===== src/hdl/dmfm_pkg.sv =====
// Shared types and constants for the dual-mode frequency meter.
// Used by dual_mode_frequency_meter and its bound port checker; depends on nothing.
package dmfm_pkg;

	// Register file
	localparam int CFG_W  = 16;
	localparam int ADDR_W = 4;
	localparam logic [1:0] REG_SWITCH   = 2'd0;
	localparam logic [1:0] REG_MIN_GATE = 2'd1;
	localparam logic [1:0] REG_MAX_GATE = 2'd2;
	localparam logic [CFG_W-1:0] SWITCH_RST   = 16'd300;
	localparam logic [CFG_W-1:0] MIN_GATE_RST = 16'd100;
	localparam logic [CFG_W-1:0] MAX_GATE_RST = 16'd500;

	// Result format
	localparam int Q8_W = 28;
	localparam logic [Q8_W-1:0] Q8_MAX    = 28'hFFF_FFFF;
	localparam logic [Q8_W-1:0] ONE_HZ_Q8 = 28'd256;

	// Divider: 34-bit dividend, 32-bit divisor, one quotient bit per cycle
	localparam int DIVD_W   = 34;
	localparam int DIVS_W   = 32;
	localparam int DCNT_W   = 6;
	localparam logic [DCNT_W-1:0] DIV_LAST = 6'd33;
	localparam logic [DIVD_W-1:0] PERIOD_NUM = 34'd256000000;
	localparam logic [17:0] GATE_SCALE = 18'd256000;

	typedef enum logic [2:0] {
		ST_IDLE,
		ST_CALC,
		ST_DIV,
		ST_FILT,
		ST_OUT
	} state_t;

endpackage


===== src/hdl/dual_mode_frequency_meter.sv =====
// Dual-mode frequency meter: reciprocal period method and gated edge counting,
// with a jump filter. Depends on dmfm_pkg (constants, state type).
//
//  channel  | direction | word contents (lowest bit first)
//  ---------+-----------+------------------------------------------------------
//  s_axis   | in        | tdata: period[31:0], now_ms[63:32], edge_count[79:64]
//  m_axis   | out       | tdata: freq_hz_q8[27:0], zero[31:28];
//           |           | tuser: held[0], gate_mode[1]
//  apb      | cfg       | 0x0 switch_period, 0x4 min_gate_ms, 0x8 max_gate_ms
//
// A divided word goes from acceptance to the result register through setup,
// 34 divider steps (one quotient bit each), filter and load. A stored value
// (zero period, gate overage) skips divider and filter, a filtered cache only
// the divider. s_tready is high only while the sequencer is idle; a stalled
// result waits in the output register and the sequencer holds in its load state.
// arst_n clears control state, config registers and meter state to reset values.
module dual_mode_frequency_meter (
	input  logic        clk,
	input  logic        arst_n,
	// input stream
	input  logic        s_tvalid,
	output logic        s_tready,
	input  logic [79:0] s_tdata,   // period[31:0], now_ms[63:32], edge_count[79:64]
	// result stream
	output logic        m_tvalid,
	input  logic        m_tready,
	output logic [31:0] m_tdata,   // freq_hz_q8[27:0], zero padding[31:28]
	output logic [1:0]  m_tuser,   // held[0], gate_mode[1]
	// configuration
	input  logic        psel,
	input  logic        penable,
	input  logic        pwrite,
	input  logic [dmfm_pkg::ADDR_W-1:0] paddr,
	input  logic [31:0] pwdata,
	output logic [31:0] prdata,
	output logic        pready
);

	// ------------------------------------------------------------------
	// Configuration registers
	// ------------------------------------------------------------------
	logic [dmfm_pkg::CFG_W-1:0] switch_q, min_gate_q, max_gate_q;
	logic                       cfg_wr;

	assign pready = 1'b1;
	assign cfg_wr = psel & penable & pwrite & pready;

	always_ff @(posedge clk or negedge arst_n) begin
		if (!arst_n) begin
			switch_q   <= dmfm_pkg::SWITCH_RST;
			min_gate_q <= dmfm_pkg::MIN_GATE_RST;
			max_gate_q <= dmfm_pkg::MAX_GATE_RST;
		end else if (cfg_wr) begin
			case (paddr[3:2])
				dmfm_pkg::REG_SWITCH:   switch_q   <= pwdata[dmfm_pkg::CFG_W-1:0];
				dmfm_pkg::REG_MIN_GATE: min_gate_q <= pwdata[dmfm_pkg::CFG_W-1:0];
				dmfm_pkg::REG_MAX_GATE: max_gate_q <= pwdata[dmfm_pkg::CFG_W-1:0];
				default: ; // unmapped address: drop the write
			endcase
		end
	end

	always_comb begin
		case (paddr[3:2])
			dmfm_pkg::REG_SWITCH:   prdata = {16'd0, switch_q};
			dmfm_pkg::REG_MIN_GATE: prdata = {16'd0, min_gate_q};
			dmfm_pkg::REG_MAX_GATE: prdata = {16'd0, max_gate_q};
			default:                prdata = 32'd0;
		endcase
	end

	// ------------------------------------------------------------------
	// Sequencer state and captured input word
	// ------------------------------------------------------------------
	dmfm_pkg::state_t state_q, state_d;

	logic [31:0] period_q;
	logic [31:0] now_q;
	logic [15:0] cnt_q;

	// meter state
	logic [dmfm_pkg::Q8_W-1:0] good_freq_q;
	logic [dmfm_pkg::Q8_W-1:0] cached_q;
	logic [31:0]               gate_ms_q;
	logic [15:0]               gate_cnt_q;

	// divider
	logic [dmfm_pkg::DIVD_W-1:0] num_q;   // dividend, shifts into quotient
	logic [dmfm_pkg::DIVS_W-1:0] rem_q;
	logic [dmfm_pkg::DIVS_W-1:0] den_q;
	logic [dmfm_pkg::DCNT_W-1:0] dcnt_q;
	logic                        gate_div_q; // quotient refreshes the gate count

	// pending result
	logic [dmfm_pkg::Q8_W-1:0] res_q;
	logic                      held_q;
	logic                      mode_q;

	// output register
	logic                      m_valid_q;
	logic [dmfm_pkg::Q8_W-1:0] m_freq_q;
	logic                      m_held_q;
	logic                      m_mode_q;

	// ------------------------------------------------------------------
	// Setup-cycle decisions (ST_CALC)
	// ------------------------------------------------------------------
	logic        period_mode;
	logic        period_zero;
	logic [31:0] elapsed;
	logic        gate_over;
	logic        gate_ready;
	logic [15:0] edges;
	logic [33:0] gate_num;
	logic        calc_to_div;
	logic        calc_to_out;

	assign period_mode = period_q >= {16'd0, switch_q};
	assign period_zero = period_q == 32'd0;
	assign elapsed     = now_q - gate_ms_q;
	assign gate_over   = elapsed > {16'd0, max_gate_q};
	assign gate_ready  = (elapsed >= {16'd0, min_gate_q}) && (elapsed != 32'd0);
	assign edges       = cnt_q - gate_cnt_q;
	assign gate_num    = {18'd0, edges} * {16'd0, dmfm_pkg::GATE_SCALE};

	// results that skip divider and filter: zero period, gate overage
	assign calc_to_out = period_mode ? period_zero : gate_over;
	// divide for a reciprocal period or a finished gate
	assign calc_to_div = period_mode ? !period_zero : (!gate_over && gate_ready);

	// ------------------------------------------------------------------
	// Divider step: restoring, one quotient bit per cycle
	// ------------------------------------------------------------------
	logic [dmfm_pkg::DIVS_W:0]   trial;
	logic [dmfm_pkg::DIVS_W:0]   trial_diff;
	logic                        qbit;

	assign trial      = {rem_q, num_q[dmfm_pkg::DIVD_W-1]};
	assign trial_diff = trial - {1'b0, den_q};
	assign qbit       = trial >= {1'b0, den_q};

	// ------------------------------------------------------------------
	// Jump filter (ST_FILT)
	// ------------------------------------------------------------------
	logic [dmfm_pkg::Q8_W-1:0] quot_sat;
	logic [dmfm_pkg::Q8_W-1:0] cand;
	logic [29:0]               cand2, cand3, last2, last3;
	logic                      both_live;
	logic                      jump;
	logic                      cand_live;

	// gate counts above the Q.8 range clamp to full scale
	assign quot_sat  = (num_q[dmfm_pkg::DIVD_W-1:dmfm_pkg::Q8_W] != '0) ? dmfm_pkg::Q8_MAX
	                 : num_q[dmfm_pkg::Q8_W-1:0];
	assign cand      = gate_div_q || mode_q == 1'b0 ? quot_sat : res_q;
	assign cand2     = {1'b0, cand, 1'b0};
	assign cand3     = {2'b00, cand} + {1'b0, cand, 1'b0};
	assign last2     = {1'b0, good_freq_q, 1'b0};
	assign last3     = {2'b00, good_freq_q} + {1'b0, good_freq_q, 1'b0};
	assign cand_live = cand > dmfm_pkg::ONE_HZ_Q8;
	assign both_live = cand_live && (good_freq_q > dmfm_pkg::ONE_HZ_Q8);
	// reject a rise above 3/2 or a fall below 2/3 of the last good value
	assign jump      = both_live && ((cand2 > last3) || (cand3 < last2));

	// ------------------------------------------------------------------
	// Sequencer: next state
	// ------------------------------------------------------------------
	logic out_free;
	assign out_free = !m_valid_q || m_tready;

	always_comb begin
		state_d = state_q;
		case (state_q)
			dmfm_pkg::ST_IDLE: begin
				if (s_tvalid) state_d = dmfm_pkg::ST_CALC;
			end
			dmfm_pkg::ST_CALC: begin
				if (calc_to_out)      state_d = dmfm_pkg::ST_OUT;
				else if (calc_to_div) state_d = dmfm_pkg::ST_DIV;
				else                  state_d = dmfm_pkg::ST_FILT;
			end
			dmfm_pkg::ST_DIV: begin
				if (dcnt_q == '0) state_d = dmfm_pkg::ST_FILT;
			end
			dmfm_pkg::ST_FILT: state_d = dmfm_pkg::ST_OUT;
			dmfm_pkg::ST_OUT: begin
				if (out_free) state_d = dmfm_pkg::ST_IDLE;
			end
			default: state_d = dmfm_pkg::ST_IDLE;
		endcase
	end

	// ------------------------------------------------------------------
	// Sequencer: control outputs
	// ------------------------------------------------------------------
	logic in_take;
	logic calc_en;
	logic div_en;
	logic filt_en;
	logic out_load;

	always_comb begin
		s_tready = 1'b0;
		calc_en  = 1'b0;
		div_en   = 1'b0;
		filt_en  = 1'b0;
		out_load = 1'b0;
		case (state_q)
			dmfm_pkg::ST_IDLE: s_tready = 1'b1;
			dmfm_pkg::ST_CALC: calc_en  = 1'b1;
			dmfm_pkg::ST_DIV:  div_en   = 1'b1;
			dmfm_pkg::ST_FILT: filt_en  = 1'b1;
			dmfm_pkg::ST_OUT:  out_load = out_free;
			default: ;
		endcase
	end

	assign in_take = s_tvalid & s_tready;

	always_ff @(posedge clk or negedge arst_n) begin
		if (!arst_n) state_q <= dmfm_pkg::ST_IDLE;
		else         state_q <= state_d;
	end

	// ------------------------------------------------------------------
	// Datapath registers without reset
	// ------------------------------------------------------------------
	always_ff @(posedge clk) begin
		if (in_take) begin
			period_q <= s_tdata[31:0];
			now_q    <= s_tdata[63:32];
			cnt_q    <= s_tdata[79:64];
		end
		if (calc_en) begin
			// load divider operands for whichever method applies
			num_q  <= period_mode ? dmfm_pkg::PERIOD_NUM : gate_num;
			den_q  <= period_mode ? period_q : elapsed;
			rem_q  <= '0;
			dcnt_q <= dmfm_pkg::DIV_LAST;
			mode_q <= !period_mode;
			held_q <= 1'b0;
			// direct results carry no filter
			res_q  <= period_mode ? good_freq_q : cached_q;
		end
		if (div_en) begin
			rem_q  <= qbit ? trial_diff[dmfm_pkg::DIVS_W-1:0] : trial[dmfm_pkg::DIVS_W-1:0];
			num_q  <= {num_q[dmfm_pkg::DIVD_W-2:0], qbit};
			dcnt_q <= dcnt_q - 1'b1;
		end
		if (filt_en) begin
			res_q  <= jump ? good_freq_q : cand;
			held_q <= jump;
		end
		if (out_load) begin
			m_freq_q <= res_q;
			m_held_q <= held_q;
			m_mode_q <= mode_q;
		end
	end

	// ------------------------------------------------------------------
	// Meter state and output valid
	// ------------------------------------------------------------------
	always_ff @(posedge clk or negedge arst_n) begin
		if (!arst_n) begin
			good_freq_q <= '0;
			cached_q    <= '0;
			gate_ms_q   <= '0;
			gate_cnt_q  <= '0;
			gate_div_q  <= 1'b0;
			m_valid_q   <= 1'b0;
		end else begin
			if (calc_en) begin
				gate_div_q <= !period_mode && calc_to_div;
				// overage restarts the gate without a new count
				if (!period_mode && gate_over) begin
					gate_ms_q  <= now_q;
					gate_cnt_q <= cnt_q;
				end
			end
			if (filt_en) begin
				// a finished gate refreshes the cached count and restarts
				if (gate_div_q) begin
					cached_q   <= quot_sat;
					gate_ms_q  <= now_q;
					gate_cnt_q <= cnt_q;
				end
				if (!jump && cand_live) good_freq_q <= cand;
			end
			if (out_load)      m_valid_q <= 1'b1;
			else if (m_tready) m_valid_q <= 1'b0;
		end
	end

	assign m_tvalid = m_valid_q;
	assign m_tdata  = {4'd0, m_freq_q};
	assign m_tuser  = {m_mode_q, m_held_q};

endmodule


===== config.mk =====
export PLATFORM = sky130hd
export DESIGN_NAME = dual_mode_frequency_meter
export DESIGN_NICKNAME = d
export VERILOG_FILES = /design/src/hdl/dmfm_pkg.sv /design/src/hdl/dual_mode_frequency_meter.sv
export SDC_FILE = /design/constraint.sdc
export NUM_CORES = 1
export LEC_CHECK = 0
export BUFFER_PORTS_ARGS = -buffer_cell sky130_fd_sc_hd__buf_2
export CAP_MARGIN = 20
export CORE_ASPECT_RATIO = 0.9
export CORE_MARGIN = 1.5
export CORE_UTILIZATION = 40
export CTS_BUF_LIST = sky130_fd_sc_hd__clkbuf_4
export CTS_CLUSTER_SIZE = 25
export DETAILED_ROUTE_END_ITERATION = 8
export GPL_ROUTABILITY_DRIVEN = 0
export GPL_TIMING_DRIVEN = 0
export SKIP_LAST_GASP = 1
export SLEW_MARGIN = 20
export SYNTH_ARGS = -nofsm -noshare
export SYNTH_HDL_FRONTEND = slang
export SYNTH_SLANG_ARGS = --single-unit

===== constraint.sdc =====
create_clock -name clk -period 9.3 [get_ports clk]
set_input_delay 1.86 -clock clk [delete_from_list [all_inputs] [get_ports clk]]
set_output_delay 1.86 -clock clk [all_outputs]
set_load 0.01 [all_outputs]

==> flow_metrics.py, run 1 <==
metrics = {
    "synth": {
        "synth_most_common_cell": "ha_1",
        "postSynthCellCount": 2882,
        "synth_top_area_cell": "edfxtp_1",
        "synth.top_cell.area_share_pct": 25.6,
        "synth_seq_cells": 401,
        "synth_common_cells": "ha_1 (321), inv_1 (306), nand2_1 (249)",
        "yosysSeqAreaShare_pct": 39.4,
        "syn-cell-area_mm2": 0.0286,
        "synth_edf_count": 244,
        "avgSynthCellArea_um2": 9.93,
        "synth.area.top_cells": "edfxtp_1 (26%), ha_1 (14%), dfrtp_1 (13%)",
        "ys.flop_type": "edfxtp_1",
        "yosys_warnings": 0,
        "synthArstFlopShare_pct": 39.2,
        "ys_types": 82,
    },
    "drt": {
        "antenna_left": 0,
        "drtIter0Drc": 1356,
        "vias": 21800,
        "wire_per_inst_um": 17.6,
        "firstDrtPassIters": 5,
        "drc": 0,
        "routed_wl_mm": 74.0,
        "viasPerCell": 5.17,
    },
    "global_routing": {
        "grt_pass1_vias": 21600,
        "grt_use_total_pct": 20.3,
        "grt_first_pass_wirelength_mm": 117,
        "grt_overflow_total": 0,
        "grt_max_degree": 89,
        "antenna_found_initial": 9,
    },
    "sta": {
        "worstMarginPinSlew_ns": 1.04,
        "fmax_mhz": 131,
        "skew_ns": 0.120,
        "rsz0062_at_grt": "false",
        "setup_viol": 0,
        "finalCritPeriodShare_pct": 82.2,
        "final_hold_viol_count": 0,
        "maxSlewHeadroom_pct": 30.5,
        "timing.final.max_slew_violations": 0,
        "period_needed_ns": 7.65,
        "tns_ns": 0,
    },
    "cts": {
        "clk_pin_slew_ns": 0.06,
        "cts_setup_buffers": 0,
        "ctsResizeCount": 0,
        "cts.path.max_buffers": 3,
        "cts-root-buf": "clkbuf_4",
        "tritoncts_num_sinks": 401,
        "htree_levels": 3,
        "insertion_delay_ns": 0.92,
        "hold_buffers": 0,
        "numCtsBuffers": 107,
        "cts_tree": "yes",
    },
    "place": {
        "port_buffers": 152,
        "dp_hpwl_mm": 58.3,
    },
    "layout": {
        "multi_input_area_mm2": 0.0158,
        "fin_nets": 3662,
        "layout-drive-gt1-share_pct": 14.3,
        "seqCellArea_mm2": 0.0113,
        "fill_cells": 6869,
        "syn_to_final_growth_pct": 12.7,
    },
    "critical_path": {
        "crit_path_frequent_cell": "a21o_1",
        "cp_max_fo": 10,
        "endpoint_kind": "register",
        "start_kind": "register",
        "cp_slowest_cell": "a21oi_1",
        "max_stage_delay_ns": 0.84,
        "worstSetupPathType": "reg2reg",
        "worstPathRequired_ns": 9.84,
        "arrival_ns": 8.18,
    },
    "run_status": {
        "status": "finished, final reports clean",
    },
    "min_path": {
        "hold_path.class": "reg2reg",
    },
    "floorplan": {
        "rows": 92,
        "dieArea_mm2": 0.0732,
        "dieWidth_um": 285,
        "dieHeight_um": 257,
        "core-area_mm2": 0.0704,
        "pin_count": 192,
        "start_util_pct": 40.6,
    },
    "job": {
        "drv_cap": 0,
    },
}
## metal layers
metal	part of all wire (%)	vias to the layer above	routed length, um	GRT usage [%]
li1	-	10900	-	-
met1	50	10300	37000	29.3
met2	43	514	31500	30.6
met3	4.5	122	3300	3.08
met4	2.9	0	2110	7.14
met5	0	-	0	0
## cell type report
cell class                      instances  area share, %
Multi-Input combinational cell       2096           49.0
Tap cell                              940           3.64
Clock buffer                          173           4.02
Sequential cell                       401           34.9
Inverter                              307           3.57
Buffer                                 97           1.52
Clock inverter                         30          0.512
Antenna cell                            8         0.0620
Timing Repair Buffer                  157           2.77
## cells in the final DEF (no fill, tap or decap), types with 69 or more instances in the layout
cell      synthesis  routed
a21o_1          107     107
a21oi_1         149     149
buf_2             5     156
clkbuf_4          0     173
dfrtp_1         144     144
edfxtp_1        244     244
ha_1            321     321
inv_1           306     305
mux2i_1          69      69
nand2_1         249     248
nor2_1          193     193
o21ai_0         179     179
xnor2_1          95      95
## path summary, 6_finish.rpt
| path | startpoint | endpoint | slack [ns] | cells past startpoint |
|---|---|---|---|---|
| setup reg to reg | gate_div_q | res_q[13] | 1.65 | 28 |
| setup / recovery | gate_div_q | res_q[13] | 1.65 | 28 |
| min in group asynchronous | arst_n | min_gate_q[8] | 0.93 | 1 |
| hold / removal | held_q | m_held_q | 0.44 | 0 |
| max in group asynchronous | arst_n | good_freq_q[25] | 7.37 | 2 |
| hold reg to reg | held_q | m_held_q | 0.44 | 0 |
## worst max-delay path: cells and delay by family (launching register included)
kind / cells / cell delay [ns]
and+or+nand+nor: 7 / 1.32
adders and majority gates: 3 / 0.74
AOI/OAI and AO/OA: 14 / 3.23
buffers and inverters: 3 / 1.37
xor gates and xnor gates: 1 / 0.19
DFF: 1 / 0.46
## stage by stage
step	hold slack (ns)	utilization [%]	cell area (um2)	setup slack [ns]	instances
2_1_floorplan	0.400	-	28700	2.71	2901
3_3_place_gp	0.419	43.5	30600	1.77	3993
3_5_place_dp	0.435	43.7	30800	1.83	3998
4_1_cts	0.451	45.8	32200	1.71	4201
5_1_grt	0.455	45.8	32300	1.16	4207
6_report	0.445	45.8	32300	1.65	4209
## cells by family after synthesis
family,Yosys count,synth area share (%)
AO/OA/AOI/OAI,682,15.6
XOR/XNOR,150,4.59
adder cells (fa/ha/maj),374,17.7
buffers and inverters,404,5.74
flip-flops,401,39.4
multiplexers,134,4.97
other,2,0.0262
AND/OR/NAND/NOR,735,12.0
## sequential cells by signal, indices dropped and copies added (netlist names), 32 cells and up
| register | count |
|---|---|
| den_q | 32 |
| now_q | 32 |
| period_q | 32 |
| num_q | 34 |
| gate_ms_q | 32 |
| rem_q | 32 |
Power of run 1 is left out: the tool's default activity adds up to more than one toggle a clock period on the data nets, which glitch-free logic cannot reach.
==> run 2: changes to the inputs <==
--- a/config.mk
+++ b/config.mk
@@ -5,6 +5,7 @@
 export SDC_FILE = /design/constraint.sdc
 export NUM_CORES = 1
 export LEC_CHECK = 0
+export ABC_AREA = 1
 export BUFFER_PORTS_ARGS = -buffer_cell sky130_fd_sc_hd__buf_2
 export CAP_MARGIN = 20
 export CORE_ASPECT_RATIO = 0.9
==> constraint.sdc (replaced) <==
create_clock -name clk -period 7.8 [get_ports clk]
set_input_delay 1.56 -clock clk [delete_from_list [all_inputs] [get_ports clk]]
set_output_delay 1.56 -clock clk [all_outputs]
set_load 0.01 [all_outputs]
==> run 2 against run 1 <==
  * Synthesized area rose by 5.5%
  * Non-clock buffer count grew 20
  * Maximum frequency up 18%
  * Die area rose by 5.5%
  * Routed wire length grew 14%
==> flow_metrics.py, run 2 <==
metrics = {
    "sta": {
        "period_needed_ns": 6.49,
        "rsz0062_at_grt": "false",
        "fmax_mhz": 154,
        "maxSlewHeadroom_pct": 23.4,
        "fin_hold_ws_ns": 0.452,
        "worstMarginPinSlew_ns": 1.14,
        "finalCritPeriodShare_pct": 83.2,
        "tns_ns": 0,
        "timing.final.max_slew_violations": 0,
        "skew_ns": 0.0731,
        "setup_viol": 0,
        "layout_setup_ws_ns": 1.31,
        "final_hold_viol_count": 0,
    },
    "global_routing": {
        "grt_max_degree": 89,
        "antenna_found_initial": 4,
        "grt_use_total_pct": 22.0,
        "grt_first_pass_wirelength_mm": 134,
        "grt_pass1_vias": 24900,
        "grt_overflow_total": 0,
    },
    "run_status": {
        "status": "finished, final reports clean",
    },
    "synth": {
        "ys.flop_type": "edfxtp_1",
        "syn-cell-area_mm2": 0.0302,
        "ys_types": 56,
        "avgSynthCellArea_um2": 8.02,
        "postSynthCellCount": 3765,
        "yosysSeqAreaShare_pct": 37.3,
        "yosys_warnings": 0,
        "synthArstFlopShare_pct": 39.2,
        "synth_common_cells": "nand2_1 (949), inv_1 (575), ha_1 (321)",
        "synth.top_cell.area_share_pct": 24.3,
        "synth.area.top_cells": "edfxtp_1 (24%), ha_1 (13%), dfrtp_1 (12%)",
        "synth_seq_cells": 401,
        "synth_most_common_cell": "nand2_1",
        "synth_top_area_cell": "edfxtp_1",
        "synth_edf_count": 244,
    },
    "cts": {
        "cts.path.max_buffers": 3,
        "cts-root-buf": "clkbuf_4",
        "cts_setup_buffers": 0,
        "hold_buffers": 0,
        "ctsResizeCount": 0,
        "tritoncts_num_sinks": 401,
        "htree_levels": 3,
        "insertion_delay_ns": 0.91,
        "cts_tree": "yes",
        "clk_pin_slew_ns": 0.06,
        "numCtsBuffers": 108,
    },
    "place": {
        "dpl_worst_slack_ns": 1.25,
        "port_buffers": 152,
        "dp_hpwl_mm": 68.2,
    },
    "layout": {
        "fin_nets": 4548,
        "fill_cells": 7518,
        "final_core_util_pct": 45.4,
        "layout-drive-gt1-share_pct": 10.7,
        "largest_register_ffs": 34,
        "final_cell_mix": "nand2_1 (948), inv_1 (574), ha_1 (321), a21oi_1 (253), edfxtp_1 (244)",
        "top_register": "num_q",
        "layout_commonest_cell": "nand2_1",
        "syn_to_final_growth_pct": 12.4,
    },
    "critical_path": {
        "reg2reg_slack_ns": 1.31,
        "worstPathRequired_ns": 8.38,
        "arrival_ns": 7.07,
        "start_kind": "register",
        "cp_max_fo": 5,
        "critPathBufInv": 6,
        "worstSetupPathType": "reg2reg",
        "crit_family": "adder cells",
        "endpoint_kind": "register",
        "max_stage_delay_ns": 0.59,
        "cp_slowest_cell": "xnor2_1",
    },
    "min_path": {
        "hold_path.class": "reg2reg",
    },
    "drt": {
        "drc": 0,
        "routed_wl_mm": 84.5,
        "drtIter0Drc": 2035,
        "antenna_left": 0,
        "vias": 25900,
        "viasPerCell": 5.06,
        "wire_per_inst_um": 16.5,
        "firstDrtPassIters": 5,
    },
    "floorplan": {
        "pin_count": 192,
        "rows": 95,
        "dieHeight_um": 264,
        "dieWidth_um": 293,
        "core-area_mm2": 0.0748,
        "start_util_pct": 40.4,
        "dieArea_mm2": 0.0772,
    },
    "job": {
        "drv_cap": 0,
    },
}
run 2: changes by cell type in the layout (fill, tap and decap cells not counted), sizes merged, moves of 65 or more:
| cell | delta |
|---|---|
| nand2 | +707 |
| a21oi | +105 |
| nand3 | +146 |
| mux2 | -65 |
| inv | +274 |
| a21o | -88 |
| mux2i | -69 |
run 2: cell families (layout without fill, tap and decap cells):
| group | after synthesis | count (layout) | synth area share (%) |
|---|---|---|---|
| AND/OR/NAND/NOR | 1523 | 1523 | 21.1 |
| buffers and inverters | 698 | 1063 | 9.22 |
| AO/OA/AOI/OAI | 640 | 640 | 12.0 |
| flip-flops | 401 | 401 | 37.3 |
| adder cells (fa/ha/maj) | 372 | 372 | 16.7 |
| XOR/XNOR | 129 | 129 | 3.74 |
| other | 2 | 25 | 0.0249 |
run 2: layer usage:
layer	GRT usage, %	share of wire [%]
met1	32.8	49
met2	32.8	42
met3	3.26	7.1
met4	6.05	2.0
met5	0	0
run 2: worst reg2reg max path, delay by kind of cell (launching register included):
family                     cells  cell delay, ns
xor gates and xnor gates       1            0.59
AOI/OAI and AO/OA              6            0.77
adders and majority gates      7            2.74
DFF                            1            0.38
and+or+nand+nor               11            1.22
buffers and inverters          6            0.53
run 2: worst paths after layout:
check                          start        endpoint  depth (start not counted)
max                         cnt_q[0]       num_q[33]                         31
min                        res_q[22]    m_freq_q[22]                          0
max reg2reg                 cnt_q[0]       num_q[33]                         31
min reg2reg                res_q[22]    m_freq_q[22]                          0
max in group asynchronous     arst_n  good_freq_q[3]                          2
min in group asynchronous     arst_n    gate_ms_q[7]                          1
run 2: layout make-up:
class                      instances  area (um2)  share of cell area, %
multi-input combinational       2685       16300                   47.9
antenna                            4        10.0                 0.0295
tap                              970        1210                   3.57
clock buffer                     177        1330                   3.91
sequential                       401       11300                   33.2
clock inverter                    29         156                  0.461
buffer                           115         597                   1.76
timing repair buffer             159         941                   2.77
inverter                         583        2190                   6.44
run 2: metrics by stage:
| step | area [um2] | std cells |
|---|---|---|
| detailed placement | 32500 | 4913 |
| global route | 34000 | 5123 |
| finish | 34000 | 5123 |
| CTS | 34000 | 5119 |
| global placement | 32300 | 4906 |
| floorplan | 30300 | 3784 |
Power of run 2 is left out for the same reason.
